[src/sv/bamv_pkg.sv]
`timescale 1ns / 1ps
// ----------------------------------------------------------------------------
// bamv_pkg
// shared types, constants and curve tables for the battery adc converter
// ----------------------------------------------------------------------------
package bamv_pkg;

   localparam int unsigned ADC_BITS_DEF = 12;
   localparam int unsigned CODE_W       = 12;
   localparam int unsigned MV_W         = 13;
   localparam int unsigned PCT_W        = 7;
   localparam int unsigned CSR_ADDR_W   = 3;
   localparam int unsigned CSR_DATA_W   = 13;

   // divider geometry: |code delta| * mv span fits 23 bits under a good calibration
   localparam int unsigned DIV_NUM_W = 23;
   localparam int unsigned DIV_DEN_W = 12;

   // calibration limits
   localparam logic [CODE_W-1:0] CAL_CODE_MIN = 12'd50;
   localparam logic [CODE_W:0]   CAL_CODE_GAP = 13'd20;
   localparam logic [MV_W-1:0]   CAL_MV_MIN   = 13'd2500;
   localparam logic [MV_W-1:0]   CAL_MV_MAX   = 13'd4500;
   localparam logic [MV_W:0]     CAL_MV_GAP   = 14'd100;
   localparam logic [MV_W-1:0]   MV_CLAMP     = 13'd5000;

   // charge curve
   localparam logic [MV_W-1:0]  CURVE_MV_LO = 13'd3300;
   localparam logic [MV_W-1:0]  CURVE_MV_HI = 13'd4200;
   localparam logic [PCT_W-1:0] PCT_FULL    = 7'd100;
   localparam int unsigned      SEG_CNT     = 9;
   localparam int unsigned      RECIP_SHIFT = 20;
   localparam int unsigned      OFF_W       = 8;
   localparam int unsigned      DP_W        = 4;
   localparam int unsigned      RECIP_W     = 15;
   localparam int unsigned      PROD_W      = OFF_W + DP_W;
   localparam int unsigned      FRAC_W      = 4;

   typedef logic [3:0] seg_idx_type;

   typedef enum logic [CSR_ADDR_W-1:0] {
      REG_CAL_CODE_LOW  = 3'd0,
      REG_CAL_CODE_MID  = 3'd1,
      REG_CAL_CODE_HIGH = 3'd2,
      REG_CAL_MV_LOW    = 3'd3,
      REG_CAL_MV_MID    = 3'd4,
      REG_CAL_MV_HIGH   = 3'd5
   } csr_idx_type;

   // sideband that rides along the divider
   typedef struct packed {
      logic            ok;
      logic            neg;
      logic [MV_W-1:0] m0;
   } div_side_type;

   // lower knee of each curve segment
   function automatic logic [MV_W-1:0] seg_base_mv(input seg_idx_type idx);
      logic [MV_W-1:0] r;
      unique case (idx)
         4'd0:    r = 13'd3300;
         4'd1:    r = 13'd3500;
         4'd2:    r = 13'd3650;
         4'd3:    r = 13'd3700;
         4'd4:    r = 13'd3750;
         4'd5:    r = 13'd3800;
         4'd6:    r = 13'd3900;
         4'd7:    r = 13'd4000;
         4'd8:    r = 13'd4100;
         default: r = 13'd4200;
      endcase
      return r;
   endfunction

   function automatic logic [PCT_W-1:0] seg_base_pct(input seg_idx_type idx);
      logic [PCT_W-1:0] r;
      unique case (idx)
         4'd0:    r = 7'd0;
         4'd1:    r = 7'd5;
         4'd2:    r = 7'd15;
         4'd3:    r = 7'd25;
         4'd4:    r = 7'd40;
         4'd5:    r = 7'd55;
         4'd6:    r = 7'd70;
         4'd7:    r = 7'd80;
         4'd8:    r = 7'd90;
         default: r = 7'd100;
      endcase
      return r;
   endfunction

   // percent rise over the segment
   function automatic logic [DP_W-1:0] seg_dp(input seg_idx_type idx);
      logic [DP_W-1:0] r;
      unique case (idx)
         4'd0:    r = 4'd5;
         4'd1:    r = 4'd10;
         4'd2:    r = 4'd10;
         4'd3:    r = 4'd15;
         4'd4:    r = 4'd15;
         4'd5:    r = 4'd15;
         4'd6:    r = 4'd10;
         4'd7:    r = 4'd10;
         4'd8:    r = 4'd10;
         default: r = 4'd0;
      endcase
      return r;
   endfunction

   // ceil(2^20 / segment mv span), exact for numerators below 4096
   function automatic logic [RECIP_W-1:0] seg_recip(input seg_idx_type idx);
      logic [RECIP_W-1:0] r;
      unique case (idx)
         4'd0:    r = 15'd5243;
         4'd1:    r = 15'd6991;
         4'd2:    r = 15'd20972;
         4'd3:    r = 15'd20972;
         4'd4:    r = 15'd20972;
         4'd5:    r = 15'd10486;
         4'd6:    r = 15'd10486;
         4'd7:    r = 15'd10486;
         4'd8:    r = 15'd10486;
         default: r = 15'd0;
      endcase
      return r;
   endfunction

endpackage

[src/sv/bamv_div.sv]
`timescale 1ns / 1ps
// ----------------------------------------------------------------------------
// bamv_div
// pipelined restoring divider, one quotient bit per stage, with sideband
// ----------------------------------------------------------------------------
module bamv_div #(
   parameter int unsigned NUM_W = bamv_pkg::DIV_NUM_W,
   parameter int unsigned DEN_W = bamv_pkg::DIV_DEN_W
) (
   input  logic                   clock,
   input  logic                   reset,
   input  logic                   in_valid,
   output logic                   in_stall,
   input  logic [NUM_W-1:0]       in_num,
   input  logic [DEN_W-1:0]       in_den,
   input  bamv_pkg::div_side_type in_side,
   output logic                   out_valid,
   input  logic                   out_stall,
   output logic [NUM_W-1:0]       out_quo,
   output bamv_pkg::div_side_type out_side
);

   logic                   v_ff    [NUM_W];
   logic [DEN_W-1:0]       rem_ff  [NUM_W];
   logic [NUM_W-1:0]       num_ff  [NUM_W];
   logic [DEN_W-1:0]       den_ff  [NUM_W];
   bamv_pkg::div_side_type side_ff [NUM_W];

   logic                   en      [NUM_W];
   logic                   v_in    [NUM_W];
   logic [DEN_W-1:0]       rem_in  [NUM_W];
   logic [NUM_W-1:0]       num_in  [NUM_W];
   logic [DEN_W-1:0]       den_in  [NUM_W];
   bamv_pkg::div_side_type side_in [NUM_W];

   // a stage moves when it is empty or its successor moves
   always_comb begin
      en[NUM_W-1] = !v_ff[NUM_W-1] || !out_stall;
      for (int k = NUM_W - 2; k >= 0; k--) begin
         en[k] = !v_ff[k] || en[k+1];
      end
   end

   always_comb begin
      logic [DEN_W-1:0] p_rem;
      logic [NUM_W-1:0] p_num;
      logic [DEN_W:0]   trial;
      p_rem = '0;
      p_num = '0;
      trial = '0;
      for (int k = 0; k < NUM_W; k++) begin
         if (k == 0) begin
            v_in[k]    = in_valid;
            p_rem      = '0;
            p_num      = in_num;
            den_in[k]  = in_den;
            side_in[k] = in_side;
         end else begin
            v_in[k]    = v_ff[k-1];
            p_rem      = rem_ff[k-1];
            p_num      = num_ff[k-1];
            den_in[k]  = den_ff[k-1];
            side_in[k] = side_ff[k-1];
         end
         trial = {p_rem, p_num[NUM_W-1]};
         if (trial >= {1'b0, den_in[k]}) begin
            rem_in[k] = DEN_W'(trial - {1'b0, den_in[k]});
            num_in[k] = {p_num[NUM_W-2:0], 1'b1};
         end else begin
            rem_in[k] = trial[DEN_W-1:0];
            num_in[k] = {p_num[NUM_W-2:0], 1'b0};
         end
      end
   end

   always_ff @(posedge clock) begin
      for (int k = 0; k < NUM_W; k++) begin
         if (reset) begin
            v_ff[k] <= 1'b0;
         end else if (en[k]) begin
            v_ff[k] <= v_in[k];
         end
      end
   end

   always_ff @(posedge clock) begin
      for (int k = 0; k < NUM_W; k++) begin
         if (en[k]) begin
            rem_ff[k]  <= rem_in[k];
            num_ff[k]  <= num_in[k];
            den_ff[k]  <= den_in[k];
            side_ff[k] <= side_in[k];
         end
      end
   end

   assign in_stall  = !en[0];
   assign out_valid = v_ff[NUM_W-1];
   assign out_quo   = num_ff[NUM_W-1];
   assign out_side  = side_ff[NUM_W-1];

endmodule

[src/sv/battery_adc_to_mv_and_percent.sv]
`timescale 1ns / 1ps
// ----------------------------------------------------------------------------
// battery_adc_to_mv_and_percent
// adc code to millivolts (three-point calibration) and state-of-charge percent
// ----------------------------------------------------------------------------
// usage:
//   program the six calibration registers through csr_we / csr_addr /
//   csr_wdata while no beat is in flight, then stream adc codes on req_*.
//   every req beat yields exactly one rsp beat, in order.
// pipeline:
//   30 register stages: two front stages (segment pick, multiply), 23 divider
//   stages (one quotient bit each), five back stages (clamp, curve segment,
//   two constant multiplies, output). one beat per clock is sustained while
//   rsp_stall is low; the divider pipeline sets the depth.
// flow control:
//   each stage advances when empty or when the stage after it advances, so
//   bubbles close up and a new beat is taken while a result waits on a
//   stalled rsp channel, until the pipe is full. a stalled rsp beat holds.
// reset:
//   synchronous; empties the pipe and clears calibration to zero, which
//   fails the calibration check, so results read zero until programmed.
// ----------------------------------------------------------------------------
module battery_adc_to_mv_and_percent #(
   parameter int unsigned ADC_BITS = bamv_pkg::ADC_BITS_DEF
) (
   input  logic                                clock,
   input  logic                                reset,
   // sample channel
   input  logic                                req_valid,
   output logic                                req_stall,
   input  logic [bamv_pkg::CODE_W-1:0]         req_adc_code,
   // result channel
   output logic                                rsp_valid,
   input  logic                                rsp_stall,
   output logic                                rsp_valid_res,
   output logic [bamv_pkg::MV_W-1:0]           rsp_millivolts,
   output logic [bamv_pkg::PCT_W-1:0]          rsp_charge_percent,
   // calibration write port
   input  logic                                csr_we,
   input  logic [bamv_pkg::CSR_ADDR_W-1:0]     csr_addr,
   input  logic [bamv_pkg::CSR_DATA_W-1:0]     csr_wdata
);

   localparam int unsigned CW = bamv_pkg::CODE_W;
   localparam int unsigned MW = bamv_pkg::MV_W;
   localparam int unsigned NW = bamv_pkg::DIV_NUM_W;
   localparam int unsigned DW = bamv_pkg::DIV_DEN_W;
   localparam int unsigned PW = bamv_pkg::PCT_W;
   localparam int unsigned BACK_N = 5;
   // largest code the converter can produce
   localparam logic [16:0] FullScale = 17'((1 << ADC_BITS) - 1);

   // ---------------------------------------------------------------- config
   logic [CW-1:0] code_low_ff, code_mid_ff, code_high_ff;
   logic [MW-1:0] mv_low_ff, mv_mid_ff, mv_high_ff;
   logic          cal_ok_in;

   always_ff @(posedge clock) begin
      if (reset) begin
         code_low_ff  <= '0;
         code_mid_ff  <= '0;
         code_high_ff <= '0;
         mv_low_ff    <= '0;
         mv_mid_ff    <= '0;
         mv_high_ff   <= '0;
      end else if (csr_we) begin
         unique case (bamv_pkg::csr_idx_type'(csr_addr))
            bamv_pkg::REG_CAL_CODE_LOW:  code_low_ff  <= csr_wdata[CW-1:0];
            bamv_pkg::REG_CAL_CODE_MID:  code_mid_ff  <= csr_wdata[CW-1:0];
            bamv_pkg::REG_CAL_CODE_HIGH: code_high_ff <= csr_wdata[CW-1:0];
            bamv_pkg::REG_CAL_MV_LOW:    mv_low_ff    <= csr_wdata;
            bamv_pkg::REG_CAL_MV_MID:    mv_mid_ff    <= csr_wdata;
            bamv_pkg::REG_CAL_MV_HIGH:   mv_high_ff   <= csr_wdata;
            default: ;  // unmapped index, write dropped
         endcase
      end
   end

   // calibration check; the high code is always within 12 bits
   assign cal_ok_in = (code_low_ff >= bamv_pkg::CAL_CODE_MIN)
      && (({1'b0, code_low_ff} + bamv_pkg::CAL_CODE_GAP) < {1'b0, code_mid_ff})
      && (({1'b0, code_mid_ff} + bamv_pkg::CAL_CODE_GAP) < {1'b0, code_high_ff})
      && (mv_low_ff >= bamv_pkg::CAL_MV_MIN)
      && (mv_high_ff <= bamv_pkg::CAL_MV_MAX)
      && (({1'b0, mv_low_ff} + bamv_pkg::CAL_MV_GAP) < {1'b0, mv_mid_ff})
      && (({1'b0, mv_mid_ff} + bamv_pkg::CAL_MV_GAP) < {1'b0, mv_high_ff});

   // ---------------------------------------------------------------- front
   logic          f0_v_ff, f1_v_ff;
   logic          en_f0, en_f1;
   logic          div_in_stall;

   logic          f0_ok_ff, f0_neg_ff;
   logic [CW-1:0] f0_mag_ff;
   logic [DW-1:0] f0_den_ff;
   logic [MW-1:0] f0_dm_ff, f0_m0_ff;

   logic          f0_ok_in, f0_neg_in;
   logic [CW-1:0] f0_mag_in;
   logic [DW-1:0] f0_den_in;
   logic [MW-1:0] f0_dm_in, f0_m0_in;

   logic [NW-1:0]          f1_num_ff;
   logic [DW-1:0]          f1_den_ff;
   bamv_pkg::div_side_type f1_side_ff;
   logic [CW+MW-1:0]       f1_prod_in;

   assign en_f1     = !f1_v_ff || !div_in_stall;
   assign en_f0     = !f0_v_ff || en_f1;
   assign req_stall = !en_f0;

   // pick the segment, form |code - c0|, both spans and the base voltage
   always_comb begin
      logic          upper;
      logic [CW-1:0] c0, c1;
      logic [MW-1:0] m1;
      upper     = (req_adc_code >= code_mid_ff);
      c0        = upper ? code_mid_ff  : code_low_ff;
      c1        = upper ? code_high_ff : code_mid_ff;
      f0_m0_in  = upper ? mv_mid_ff    : mv_low_ff;
      m1        = upper ? mv_high_ff   : mv_mid_ff;
      f0_neg_in = (req_adc_code < c0);
      f0_mag_in = f0_neg_in ? (c0 - req_adc_code) : (req_adc_code - c0);
      f0_den_in = c1 - c0;
      f0_dm_in  = m1 - f0_m0_in;
      f0_ok_in  = cal_ok_in && ({5'b0, req_adc_code} <= FullScale);
   end

   always_ff @(posedge clock) begin
      if (reset) begin
         f0_v_ff <= 1'b0;
         f1_v_ff <= 1'b0;
      end else begin
         if (en_f0) begin
            f0_v_ff <= req_valid;
         end
         if (en_f1) begin
            f1_v_ff <= f0_v_ff;
         end
      end
   end

   assign f1_prod_in = (CW + MW)'(f0_mag_ff) * (CW + MW)'(f0_dm_ff);

   always_ff @(posedge clock) begin
      if (en_f0) begin
         f0_ok_ff  <= f0_ok_in;
         f0_neg_ff <= f0_neg_in;
         f0_mag_ff <= f0_mag_in;
         f0_den_ff <= f0_den_in;
         f0_dm_ff  <= f0_dm_in;
         f0_m0_ff  <= f0_m0_in;
      end
      if (en_f1) begin
         f1_num_ff       <= f1_prod_in[NW-1:0];
         f1_den_ff       <= f0_den_ff;
         f1_side_ff.ok   <= f0_ok_ff;
         f1_side_ff.neg  <= f0_neg_ff;
         f1_side_ff.m0   <= f0_m0_ff;
      end
   end

   // ---------------------------------------------------------------- divider
   logic                   div_out_valid;
   logic [NW-1:0]          div_quo;
   bamv_pkg::div_side_type div_side;

   // back stage handshake, the divider drains into it
   logic en_b   [BACK_N];
   logic b_v_ff [BACK_N];

   bamv_div #(
      .NUM_W (NW),
      .DEN_W (DW)
   ) u_div (
      .clock     (clock),
      .reset     (reset),
      .in_valid  (f1_v_ff),
      .in_stall  (div_in_stall),
      .in_num    (f1_num_ff),
      .in_den    (f1_den_ff),
      .in_side   (f1_side_ff),
      .out_valid (div_out_valid),
      .out_stall (!en_b[0]),
      .out_quo   (div_quo),
      .out_side  (div_side)
   );

   // ---------------------------------------------------------------- back
   always_comb begin
      en_b[BACK_N-1] = !b_v_ff[BACK_N-1] || !rsp_stall;
      for (int k = BACK_N - 2; k >= 0; k--) begin
         en_b[k] = !b_v_ff[k] || en_b[k+1];
      end
   end

   always_ff @(posedge clock) begin
      for (int k = 0; k < BACK_N; k++) begin
         if (reset) begin
            b_v_ff[k] <= 1'b0;
         end else if (en_b[k]) begin
            b_v_ff[k] <= (k == 0) ? div_out_valid : b_v_ff[k-1];
         end
      end
   end

   // b0: apply quotient with sign, clamp to 0..5000
   logic          b0_ok_ff;
   logic [MW-1:0] b0_mv_ff;
   logic [MW-1:0] b0_mv_in;

   always_comb begin
      logic [NW:0] sum;
      sum = (NW + 1)'(div_side.m0) + (NW + 1)'(div_quo);
      if (!div_side.ok) begin
         b0_mv_in = '0;
      end else if (div_side.neg) begin
         // below the base: floor at zero
         if (div_quo > NW'(div_side.m0)) begin
            b0_mv_in = '0;
         end else begin
            b0_mv_in = div_side.m0 - div_quo[MW-1:0];
         end
      end else if (sum > (NW + 1)'(bamv_pkg::MV_CLAMP)) begin
         b0_mv_in = bamv_pkg::MV_CLAMP;
      end else begin
         b0_mv_in = sum[MW-1:0];
      end
   end

   // b1: find curve segment and offset into it
   logic                      b1_ok_ff, b1_lo_ff, b1_hi_ff;
   logic [MW-1:0]             b1_mv_ff;
   bamv_pkg::seg_idx_type     b1_idx_ff;
   logic [bamv_pkg::OFF_W-1:0] b1_off_ff;
   bamv_pkg::seg_idx_type     b1_idx_in;
   logic [MW-1:0]             b1_diff_in;

   always_comb begin
      b1_idx_in = '0;
      for (int i = 1; i < bamv_pkg::SEG_CNT; i++) begin
         if (b0_mv_ff >= bamv_pkg::seg_base_mv(bamv_pkg::seg_idx_type'(i))) begin
            b1_idx_in = bamv_pkg::seg_idx_type'(i);
         end
      end
      b1_diff_in = b0_mv_ff - bamv_pkg::seg_base_mv(b1_idx_in);
   end

   // b2: offset times percent rise
   logic                        b2_ok_ff, b2_lo_ff, b2_hi_ff;
   logic [MW-1:0]               b2_mv_ff;
   bamv_pkg::seg_idx_type       b2_idx_ff;
   logic [bamv_pkg::PROD_W-1:0] b2_t_ff;

   // b3: divide by the segment span through its reciprocal
   localparam int unsigned RP_W = bamv_pkg::PROD_W + bamv_pkg::RECIP_W;
   logic                        b3_ok_ff, b3_lo_ff, b3_hi_ff;
   logic [MW-1:0]               b3_mv_ff;
   bamv_pkg::seg_idx_type       b3_idx_ff;
   logic [bamv_pkg::FRAC_W-1:0] b3_q_ff;
   logic [RP_W-1:0]             b3_prod_in;

   assign b3_prod_in = RP_W'(b2_t_ff) * RP_W'(bamv_pkg::seg_recip(b2_idx_ff));

   // b4: output register
   logic          b4_ok_ff;
   logic [MW-1:0] b4_mv_ff;
   logic [PW-1:0] b4_pct_ff;
   logic [PW-1:0] b4_pct_in;

   always_comb begin
      if (!b3_ok_ff || b3_lo_ff) begin
         b4_pct_in = '0;
      end else if (b3_hi_ff) begin
         b4_pct_in = bamv_pkg::PCT_FULL;
      end else begin
         b4_pct_in = bamv_pkg::seg_base_pct(b3_idx_ff) + PW'(b3_q_ff);
      end
   end

   always_ff @(posedge clock) begin
      if (en_b[0]) begin
         b0_ok_ff <= div_side.ok;
         b0_mv_ff <= b0_mv_in;
      end
      if (en_b[1]) begin
         b1_ok_ff  <= b0_ok_ff;
         b1_mv_ff  <= b0_mv_ff;
         b1_lo_ff  <= (b0_mv_ff < bamv_pkg::CURVE_MV_LO);
         b1_hi_ff  <= (b0_mv_ff >= bamv_pkg::CURVE_MV_HI);
         b1_idx_ff <= b1_idx_in;
         b1_off_ff <= b1_diff_in[bamv_pkg::OFF_W-1:0];
      end
      if (en_b[2]) begin
         b2_ok_ff  <= b1_ok_ff;
         b2_mv_ff  <= b1_mv_ff;
         b2_lo_ff  <= b1_lo_ff;
         b2_hi_ff  <= b1_hi_ff;
         b2_idx_ff <= b1_idx_ff;
         b2_t_ff   <= bamv_pkg::PROD_W'(b1_off_ff) *
                      bamv_pkg::PROD_W'(bamv_pkg::seg_dp(b1_idx_ff));
      end
      if (en_b[3]) begin
         b3_ok_ff  <= b2_ok_ff;
         b3_mv_ff  <= b2_mv_ff;
         b3_lo_ff  <= b2_lo_ff;
         b3_hi_ff  <= b2_hi_ff;
         b3_idx_ff <= b2_idx_ff;
         b3_q_ff   <= b3_prod_in[bamv_pkg::RECIP_SHIFT +: bamv_pkg::FRAC_W];
      end
      if (en_b[4]) begin
         b4_ok_ff  <= b3_ok_ff;
         b4_mv_ff  <= b3_mv_ff;
         b4_pct_ff <= b4_pct_in;
      end
   end

   assign rsp_valid          = b_v_ff[BACK_N-1];
   assign rsp_valid_res      = b4_ok_ff;
   assign rsp_millivolts     = b4_mv_ff;
   assign rsp_charge_percent = b4_pct_ff;

endmodule
[config.mk]
export PLATFORM = sky130hd
export DESIGN_NAME = battery_adc_to_mv_and_percent
export DESIGN_NICKNAME = d
export VERILOG_FILES = /design/src/sv/bamv_pkg.sv /design/src/sv/bamv_div.sv /design/src/sv/battery_adc_to_mv_and_percent.sv
export SDC_FILE = /design/constraint.sdc
export NUM_CORES = 2
export LEC_CHECK = 0
export BUFFER_PORTS_ARGS = -buffer_cell sky130_fd_sc_hd__buf_4
export CAP_MARGIN = 20
export CORE_MARGIN = 5
export CORE_UTILIZATION = 35
export DETAILED_ROUTE_END_ITERATION = 12
export GPL_ROUTABILITY_DRIVEN = 0
export PLACE_DENSITY = 0.59
export SLEW_MARGIN = 10
export SYNTH_ARGS = -nofsm -noshare
export SYNTH_HDL_FRONTEND = slang
export SYNTH_SLANG_ARGS = --single-unit
[constraint.sdc]
create_clock -name clock -period 19.3 [get_ports clock]
set_clock_uncertainty 0.15 [all_clocks]
set_input_delay 3.86 -clock clock [delete_from_list [all_inputs] [get_ports clock]]
set_output_delay 3.86 -clock clock [all_outputs]
set_load 0.005 [all_outputs]
==> results_dict.tcl <==
set metrics [dict create \
    status "finished, final reports clean" \
    synth_top_cell_area_share 0.5753 \
    fillCellCount 22720 \
    hold_buffers 0 \
    slew_viol_final 0 \
    ys.flop_type "edfxtp_1" \
    netlist_instances 6476 \
    rows 182 \
    cts_buffers 172 \
    htreeDepth 4 \
    max_slew_margin 0.2237 \
    place_area_um2 90550 \
    crit_chain "buf_4, and3_1, and3_1, inv_2, nor3_2, and2_1, and3_1, inv_2, buf_4, nor2_4, inv_2, nor2_2, and4_1, nand3_2, buf_4, inv_1, buf_4" \
    syn_to_final_growth_pct 11.80 \
    worstRegToRegCells 21 \
    stdcell_count 9975 \
    path_clk_slew_ns 0.06 \
    synth_commonest_cells "edfxtp_1 (1650), inv_1 (830), nand2_1 (618), ha_1 (553), a21oi_1 (290)" \
    syn_area_per_cell_um2 13.30 \
    first_pass_iters 5 \
    reg2reg_to "f0_mag_ff[10]$_DFFE_PP_" \
    ys_seq_elements 1750 \
    setup_slack_ns 6.747 \
    rr_startpoint "code_mid_ff[0]$_SDFFE_PP0P_" \
    drt_wl_total_um 161400 \
    grt_pass1_vias 49173 \
    grt.total_usage 0.1255 \
    portBuffers 55 \
    wl_per_cell_um 16.18 \
    insertion_delay_ns 0.80 \
    ys_types 92 \
    cp_slowest_stage_delay_ns 0.48 \
    die-area_um2 256100 \
    whs_path_depth 0 \
    worstSetupPathType "input port to output pin" \
    grt_antenna_before_repair 0 \
    grt_max_degree 97 \
    peakVddDrop_mv 0.1421 \
    yosysMostFrequentCell "edfxtp_1" \
    finalSetupTns_ns 0 \
    num-nets-final 7476 \
    hpwl_um 121500 \
    tightest_slew_ns 1.164 \
    vias 47386 \
    gr-total-overflow 0 \
    syn-num-nets 7339 \
    hp-class "register to register" \
    via_per_inst 4.750 \
    die_h_um 506.0 \
    initial_core_util 0.3508 \
    setup-violations-final 0 \
    grt_pass1_wl_um 262800 \
    p_leak_nw 39.76 \
    design_area_um2 96280 \
    hp-start "u_div.num_ff[0][181]$_DFFE_PP_" \
    post_cts_resized 0 \
    antenna_cells 0 \
    p_per_area_nw_per_um2 164.3 \
    die_width_um 506.0 \
    placedCellCount 9656 \
    min_period_ns 12.55 \
    io_pins 56 \
    cp_common_cell "buf_4" \
    required_ns 15.29 \
    final_hold_viol_count 0 \
    antenna_left 0 \
    postLayoutCoreUtil 0.3922 \
    yosys.area.top_type "edfxtp_1" \
    dp_slack_ns 6.637 \
    synthArstFlopShare 0 \
    clk_path_buf_depth 3 \
    rsz0062_at_grt "false" \
    yosysSeqAreaShare 0.5986 \
    drc 0 \
    crit_fanout 64 \
    drive_above_1_share 0.09430 \
    drt_iter0_markers 2524 \
    core_area_um2 245500 \
    drv_cap 0 \
    start_kind "input port" \
    critPathSlowestCell "nor3_2" \
    synth_edf_count 1650 \
    synth.top_cells.by_area "edfxtp_1 (58%), ha_1 (8.0%), fa_1 (6.4%)" \
    post_cts_buffers 0 \
    numClockSinks 1750 \
    end_kind "output pin" \
    rrSetupSlack_ns 12.79 \
    root_buffer "clkbuf_16" \
    ys_warn_count 0 \
    synthesis.area_um2 86120 \
    cts_tree "done" \
    post-route-period-util 0.6504 \
    fmax_mhz 79.66 \
    hold-path-endpoint "u_div.num_ff[1][21]$_DFFE_PP_" \
    worst_ep_arrival_time_ns 8.54 \
]
## how the worst max path moves through the flow
stage                   start  slack (ns)         to  depth (start not counted)
floorplan           rsp_stall        7.03  req_stall                         15
global placement    rsp_stall        6.65  req_stall                         17
detailed placement  rsp_stall        6.64  req_stall                         17
CTS                 rsp_stall        6.61  req_stall                         17
global route        rsp_stall        6.25  req_stall                         17
finish              rsp_stall        6.75  req_stall                         17
## cells by family (layout without fill, tap and decap cells)
kind of cell | count (synthesis) | after routing | synth area share
flops | 1750 | 1750 | 0.5986
simple gates | 1469 | 1469 | 0.08264
buf+inv | 975 | 1254 | 0.04289
compound gates | 896 | 896 | 0.06775
fa+ha+maj | 830 | 830 | 0.1447
xor+xnor | 278 | 278 | 0.02827
mux | 278 | 278 | 0.03513
## metal layers
| layer | GRT usage | share of wire | vias up |
|---|---|---|---|
| met4 | 0.04122 | 0.031 | 0 |
| met3 | 0.01986 | 0.035 | 273 |
| met2 | 0.2311 | 0.52 | 765 |
| met1 | 0.1490 | 0.41 | 23157 |
| met5 | 0 | 0 | - |
| li1 | - | - | 23191 |
## power by group
group / switching (W) / total [W] / internal, W
sequential: 0.000530 / 0.00609 / 0.00556
combinational: 0.00344 / 0.00640 / 0.00296
clock: 0.00144 / 0.00332 / 0.00188
total: 0.00541 / 0.0158 / 0.0104
## cells in the final DEF (no fill, tap or decap), types with 64 or more instances in the layout
master     instances
a21o_1           120
a21oi_1          290
and2_1           141
buf_4            100
clkbuf_16        173
dfxtp_1          100
edfxtp_1        1650
fa_1             277
ha_1             553
inv_1            822
mux2_2           194
mux2i_1           84
nand2_1          608
nand3_1           84
nand4_1           78
nor2_1           180
nor2b_1          102
nor3_1            64
o21ai_0          131
xnor2_1          188
xor2_1            90
## per-stage QoR
stage,hold slack [ns],total power (W)
5_1_grt,0.2267,0.01709
3_5_place_dp,0.2545,0.01260
2_1_floorplan,0.2503,0.01088
3_3_place_gp,0.2506,0.01244
6_report,0.2289,0.01581
4_1_cts,0.2191,0.01603
## worst max-delay path, delay by kind of cell
kind	cells	cell delay [ns]
buffers and inverters	8	1.62
and+or+nand+nor	9	3.01
## sequential cells by signal, summed over array words and instances (netlist names), 15 cells and up, named ones only
signal / cells
f1_num_ff: 23
u_div.v_ff: 23
u_div.num_ff: 529
u_div.rem_ff: 264
u_div.side_ff: 345
u_div.den_ff: 264
f1_side_ff: 15
## area by class of cell
cell class              instances  area, um^2  area share
flip-flops and latches       1750       51550      0.5354
multi-input cells            3751       31090      0.3230
clock buffers                 208        4474     0.04647
well taps                    3220        4029     0.04184
inverters                     837        3142     0.03263
clock inverters               108        1230     0.01277
repair buffers                101       762.0    0.007914
Power figures use the tool's default switching activity.
